File: config.mk
export PLATFORM = sky130hd
export DESIGN_NAME = ffcf_mix
export DESIGN_NICKNAME = d
export VERILOG_FILES = /design/src/rtl/ffcf_pkg.sv /design/src/rtl/ffcf_mix.sv
export SDC_FILE = /design/constraint.sdc
export NUM_CORES = 2
export LEC_CHECK = 0
export CELL_PAD_IN_SITES_DETAIL_PLACEMENT = 0
export CELL_PAD_IN_SITES_GLOBAL_PLACEMENT = 2
export CORE_MARGIN = 1
export CORE_UTILIZATION = 39
export CTS_BUF_LIST = sky130_fd_sc_hd__clkbuf_8
export DETAILED_ROUTE_END_ITERATION = 10
export DONT_BUFFER_PORTS = 1
export HOLD_SLACK_MARGIN = 0.03
export PLACE_DENSITY = 0.88
export SLEW_MARGIN = 20
export SYNTH_ARGS = -nofsm -noshare
export SYNTH_HDL_FRONTEND = slang
export SYNTH_SLANG_ARGS = --single-unit
File: constraint.sdc
create_clock -name clk -period 8.63 [get_ports clk]
set_clock_uncertainty 0.15 [all_clocks]
set_input_delay 0.863 -clock clk [delete_from_list [all_inputs] [get_ports clk]]
set_output_delay 0.863 -clock clk [all_outputs]
set_load 0.02 [all_outputs]
File: src/rtl/ffcf_pkg.sv
// Package for the fractional feedback comb filter: default sizes, register
// indexes, sequencer states and the control bundle for the arithmetic unit.
// No dependencies.
package ffcf_pkg;

	localparam int STORE_DEPTH_DEF  = 4096;
	localparam int SAMPLE_WIDTH_DEF = 16;

	localparam int WHOLE_W = 12;
	localparam int FRAC_W  = 16;
	localparam int GAIN_W  = 15;
	localparam int CFG_W   = 16;
	localparam int CIDX_W  = 2;

	localparam logic [CIDX_W-1:0] REG_DELAY_WHOLE    = 2'd0;
	localparam logic [CIDX_W-1:0] REG_DELAY_FRACTION = 2'd1;
	localparam logic [CIDX_W-1:0] REG_FEEDBACK_GAIN  = 2'd2;

	localparam logic [WHOLE_W-1:0] DELAY_WHOLE_RST = 12'd48;

	typedef enum logic [2:0] {
		ST_IDLE,
		ST_RD2,
		ST_MIX,
		ST_FBK,
		ST_WR
	} state_t;

	typedef struct packed {
		logic ld_t1;
		logic ld_prod;
		logic ld_fb;
	} mix_ctl_t;

endpackage

File: src/rtl/ffcf_mix.sv
// Tap interpolation, feedback scaling and saturating sums of the comb filter.
// Depends on ffcf_pkg.
module ffcf_mix #(
	parameter int SW = ffcf_pkg::SAMPLE_WIDTH_DEF
) (
	input  logic                          clk,
	input  ffcf_pkg::mix_ctl_t            ctl,
	input  logic signed [SW-1:0]          tap,
	input  logic signed [SW-1:0]          x,
	input  logic [ffcf_pkg::FRAC_W-1:0]   frac,
	input  logic [ffcf_pkg::GAIN_W-1:0]   gain,
	output logic signed [SW-1:0]          store_val,
	output logic signed [SW-1:0]          y
);

	localparam int PW = SW + 18;

	logic signed [SW-1:0] t1_q;
	logic signed [PW-1:0] prod_q;
	logic signed [SW+1:0] delayed_q;
	logic signed [PW-1:0] fbp_q;

	logic signed [SW:0]   diff;
	logic signed [PW-1:0] prod_c;
	logic signed [PW-1:0] prod_r;
	logic signed [SW+1:0] delayed_c;
	logic signed [PW-1:0] fbp_c;
	logic signed [PW-1:0] fbp_r;
	logic signed [SW+3:0] sum_fb;
	logic signed [SW+3:0] sum_out;

	localparam logic signed [SW+3:0] SMAX = (SW+4)'((64'sd1 <<< (SW - 1)) - 64'sd1);
	localparam logic signed [SW+3:0] SMIN = -SMAX - (SW+4)'(1);

	assign diff   = (SW+1)'(tap) - (SW+1)'(t1_q);
	assign prod_c = PW'(diff) * PW'($signed({1'b0, frac}));
	assign prod_r = prod_q + PW'(32768);
	assign delayed_c = (SW+2)'(t1_q) + prod_r[SW+17:16];
	assign fbp_c  = PW'(delayed_c) * PW'($signed({1'b0, gain}));
	assign fbp_r  = fbp_q + PW'(16384);

	assign sum_fb  = (SW+4)'(x) + (SW+4)'($signed(fbp_r[SW+17:15]));
	assign sum_out = (SW+4)'(x) + (SW+4)'(delayed_q);

	always_comb begin
		if (sum_fb > SMAX) begin
			store_val = SMAX[SW-1:0];
		end else if (sum_fb < SMIN) begin
			store_val = SMIN[SW-1:0];
		end else begin
			store_val = sum_fb[SW-1:0];
		end
		if (sum_out > SMAX) begin
			y = SMAX[SW-1:0];
		end else if (sum_out < SMIN) begin
			y = SMIN[SW-1:0];
		end else begin
			y = sum_out[SW-1:0];
		end
	end

	always_ff @(posedge clk) begin
		if (ctl.ld_t1) begin
			t1_q <= tap;
		end
		if (ctl.ld_prod) begin
			prod_q <= prod_c;
		end
		if (ctl.ld_fb) begin
			delayed_q <= delayed_c;
			fbp_q     <= fbp_c;
		end
	end

endmodule

==> results.md <==
- Clock Sinks: 73
- Drt pass-1 iters: 8
- Synth Area in Adders: 53.6%
- Xor and xnor fraction of the mapped netlist area: around 4.8%
- CP Data Arrival Time: 8.63 ns
- Largest delay share family, worst path: adder cells
- TritonCTS clock tree: done
- Most frequent CP cell: fa_1
- Root Buffer: clkbuf_8
- Endpoints failing setup: 0
- First-pass GRT wire length: 108,000 µm
- Initial antenna violation count: 4
- Worst setup SP type: flip-flop
- Rows: 94
- Aggregate routed wire length: 65,000 µm
- Cts bufs inserted: 9
- Commonest non-fill, non-tap cell in the layout: inv_1
- Multi-input gate area: 21,600 µm²
- Routed length per instance: 17.0 µm
- P&R area growth vs syn: 11.2%
- H-tree depth: 3
- Fin crit period: roughly 8.6 ns
- Tot GR Track Use: 20.1%
- Largest net degree at the start of global routing: 39
- Iter 0 DRT Violations: just over 1,000
- Die H: 261 µm
- Post-route ant nets: 0
- Crit Path Category: reg -> reg
- Mapped Cells: 2,852
- Initial core utilization: 39.5%
- Worst Path Max Fanout: 7
- Status: complete, but fails checks
- Combinational family with the most area after synthesis: adder cells
- Number of I/O port buffers: 0
- Final #Nets: around 3,800
- Req. time, crit path: 8.64 ns
- Max Slew Vio Count: 0
- I/O Pins: 99
- Fill count: 6,337
- Sequential area share after synthesis: approximately 8.4%
- Post-Syn Nets: around 3,700
- Clock-pin slew on the worst setup and hold paths: 0.08 ns
- Post-DP HPWL: 54,700 µm
- Setup crit end kind: flip-flop
- Die W: 261 µm
- Seq cells post-synth: 73
- CP peak stage delay: approximately 0.57 ns
- Mapped cell area: 26,100 µm²
- Share of layout cells above drive strength 1: 9.90%
- CP bufs+invs: 5
- Dpl ws: -0.317 ns
- Register Area: approximately 2200 µm²
- Async set-reset flop share out of synthesis: 0%
- Most frequent cells in the layout: inv_1, fa_1, nand2_1
- Yosys warnings: 0
- Worst Tran Pin Value: 1.18 ns
- Drt drc: 14
- Routability cong.: 0.886
- Hold Crit Class: in -> reg
- Total global routing overflow: 0
- Max-Cap Viols: 0
- Setup WS post-layout: roughly 0.0062 ns
- Area fraction in and, or, nand and nor cells after synthesis: 15.3%
- RSZ-0062 raised after global routing: true
- Slowest-stage cell, CP: fa_1
- Failing checks: design-rule violations
- Die area: 67,900 µm²
- Compound-gate portion of the synthesized area: under 10%
- Number of global-route vias before repair: 21,100
- Syn Area/Cell: approximately 9.1 µm²
- Main synth FF type: edfxtp_1
- Vias per cell: 5.03
- Clk Latency, worst-skew pair: 0.41 ns
- Synth cell types: 57
- Core footprint: between 60,000 and 70,000 µm²
- Final hold vios: 0
- CTS Buffer Depth: 2
- Relative slew slack: around a fifth
- Via count: 19,200
- Post-synthesis mux area share: 0%
- Post-synth EDFFs: 73
- Achievable Freq: 116 MHz
- Ant diodes: 0
- Tcrit/Tclk final: 99.9%
logic make-up after synthesis:
kind of cell,count (synthesis)
flip-flops,73
buffers and inverters,751
AND/OR/NAND/NOR,812
AO/OA/AOI/OAI,283
adder cells (fa/ha/maj),791
XOR/XNOR,142
final timing paths:
| kind | start | endpoint | slack [ns] | cells after the start |
|---|---|---|---|---|
| worst max register to register | prod_q[16] | fbp_q[33] | 0.006 | 32 |
| worst min-delay path | tap[1] | t1_q[1] | 0.40 | 0 |
| worst min register to register | t1_q[3] | delayed_q[3] | 0.94 | 3 |
| worst max-delay path | prod_q[16] | fbp_q[33] | 0.006 | 32 |
state kept, by name, summed over array words and instances (netlist names):
signal,cells
delayed_q,18
prod_q,19
fbp_q,20
t1_q,16
worst register-to-register path: cells and delay by family (launching register included):
family                   cells  cell delay, ns
AO/OA/AOI/OAI               12            2.29
XOR/XNOR                     3            0.35
adder cells (fa/ha/maj)      9            3.77
buffers and inverters        5            0.65
flip-flops                   1            0.46
AND/OR/NAND/NOR              3            0.70
layout make-up:
class                      count  area share, %
timing repair buffer         183           5.22
inverter                     662           8.56
clock buffer                   9          0.427
multi-input combinational   2028           74.3
tap                          864           3.72
clock inverter                 5          0.172
sequential                    73           7.55
Yosys cell counts, drive strengths merged, types with 7 or more instances:
cell type | n | share of area (%)
a211oi | 7 | 0.20
a21o | 31 | 0.89
a21oi | 76 | 1.5
a31oi | 9 | 0.22
and2 | 217 | 5.2
and3 | 24 | 0.58
clkbuf | 86 | 1.2
edfxtp | 73 | 8.4
fa | 546 | 42
ha | 243 | 12
inv | 662 | 9.5
nand2 | 348 | 5.0
nand2b | 16 | 0.38
nand3 | 45 | 0.86
nor2 | 66 | 0.95
nor2b | 38 | 0.91
nor3 | 25 | 0.48
o211ai | 9 | 0.26
o21a | 35 | 1.0
o21ai | 58 | 1.1
or3 | 11 | 0.26
xnor2 | 103 | 3.5
xor2 | 39 | 1.3
through the flow:
stage | hold WS (ns) | std cells | utilization [%] | area, µm² | setup TNS, ns
final | 0.396 | 3824 | 44.0 | 29000 | 0
after CTS | 0.356 | 3802 | 43.0 | 28400 | -0.0265
after detailed placement | 0.813 | 3787 | 42.6 | 28100 | -2.10
after global placement | 0.813 | 3787 | 42.6 | 28100 | -0.457
after floorplan | 0.486 | 2852 | - | 26100 | -0.0240
after global routing | 0.364 | 3824 | 44.0 | 29000 | -1.54
what timing repair did:
item / in CTS / in global routing
hold buffers: 0 / 0
resized for setup: 14 / 94
endpoints found under the setup margin: 10 / 23
cloned: 0 / 1
pin swaps: 10 / 82
buffers inserted: 1 / 21
routing by layer:
metal	wire (µm)	track usage, %
met2	32100	35.1
met5	15	0
met4	1420	5.10
met1	27800	25.7
met3	3660	3.58
Power is not shown: default switching activity piles up to over one toggle a cycle in this logic, so the estimate is an artifact.
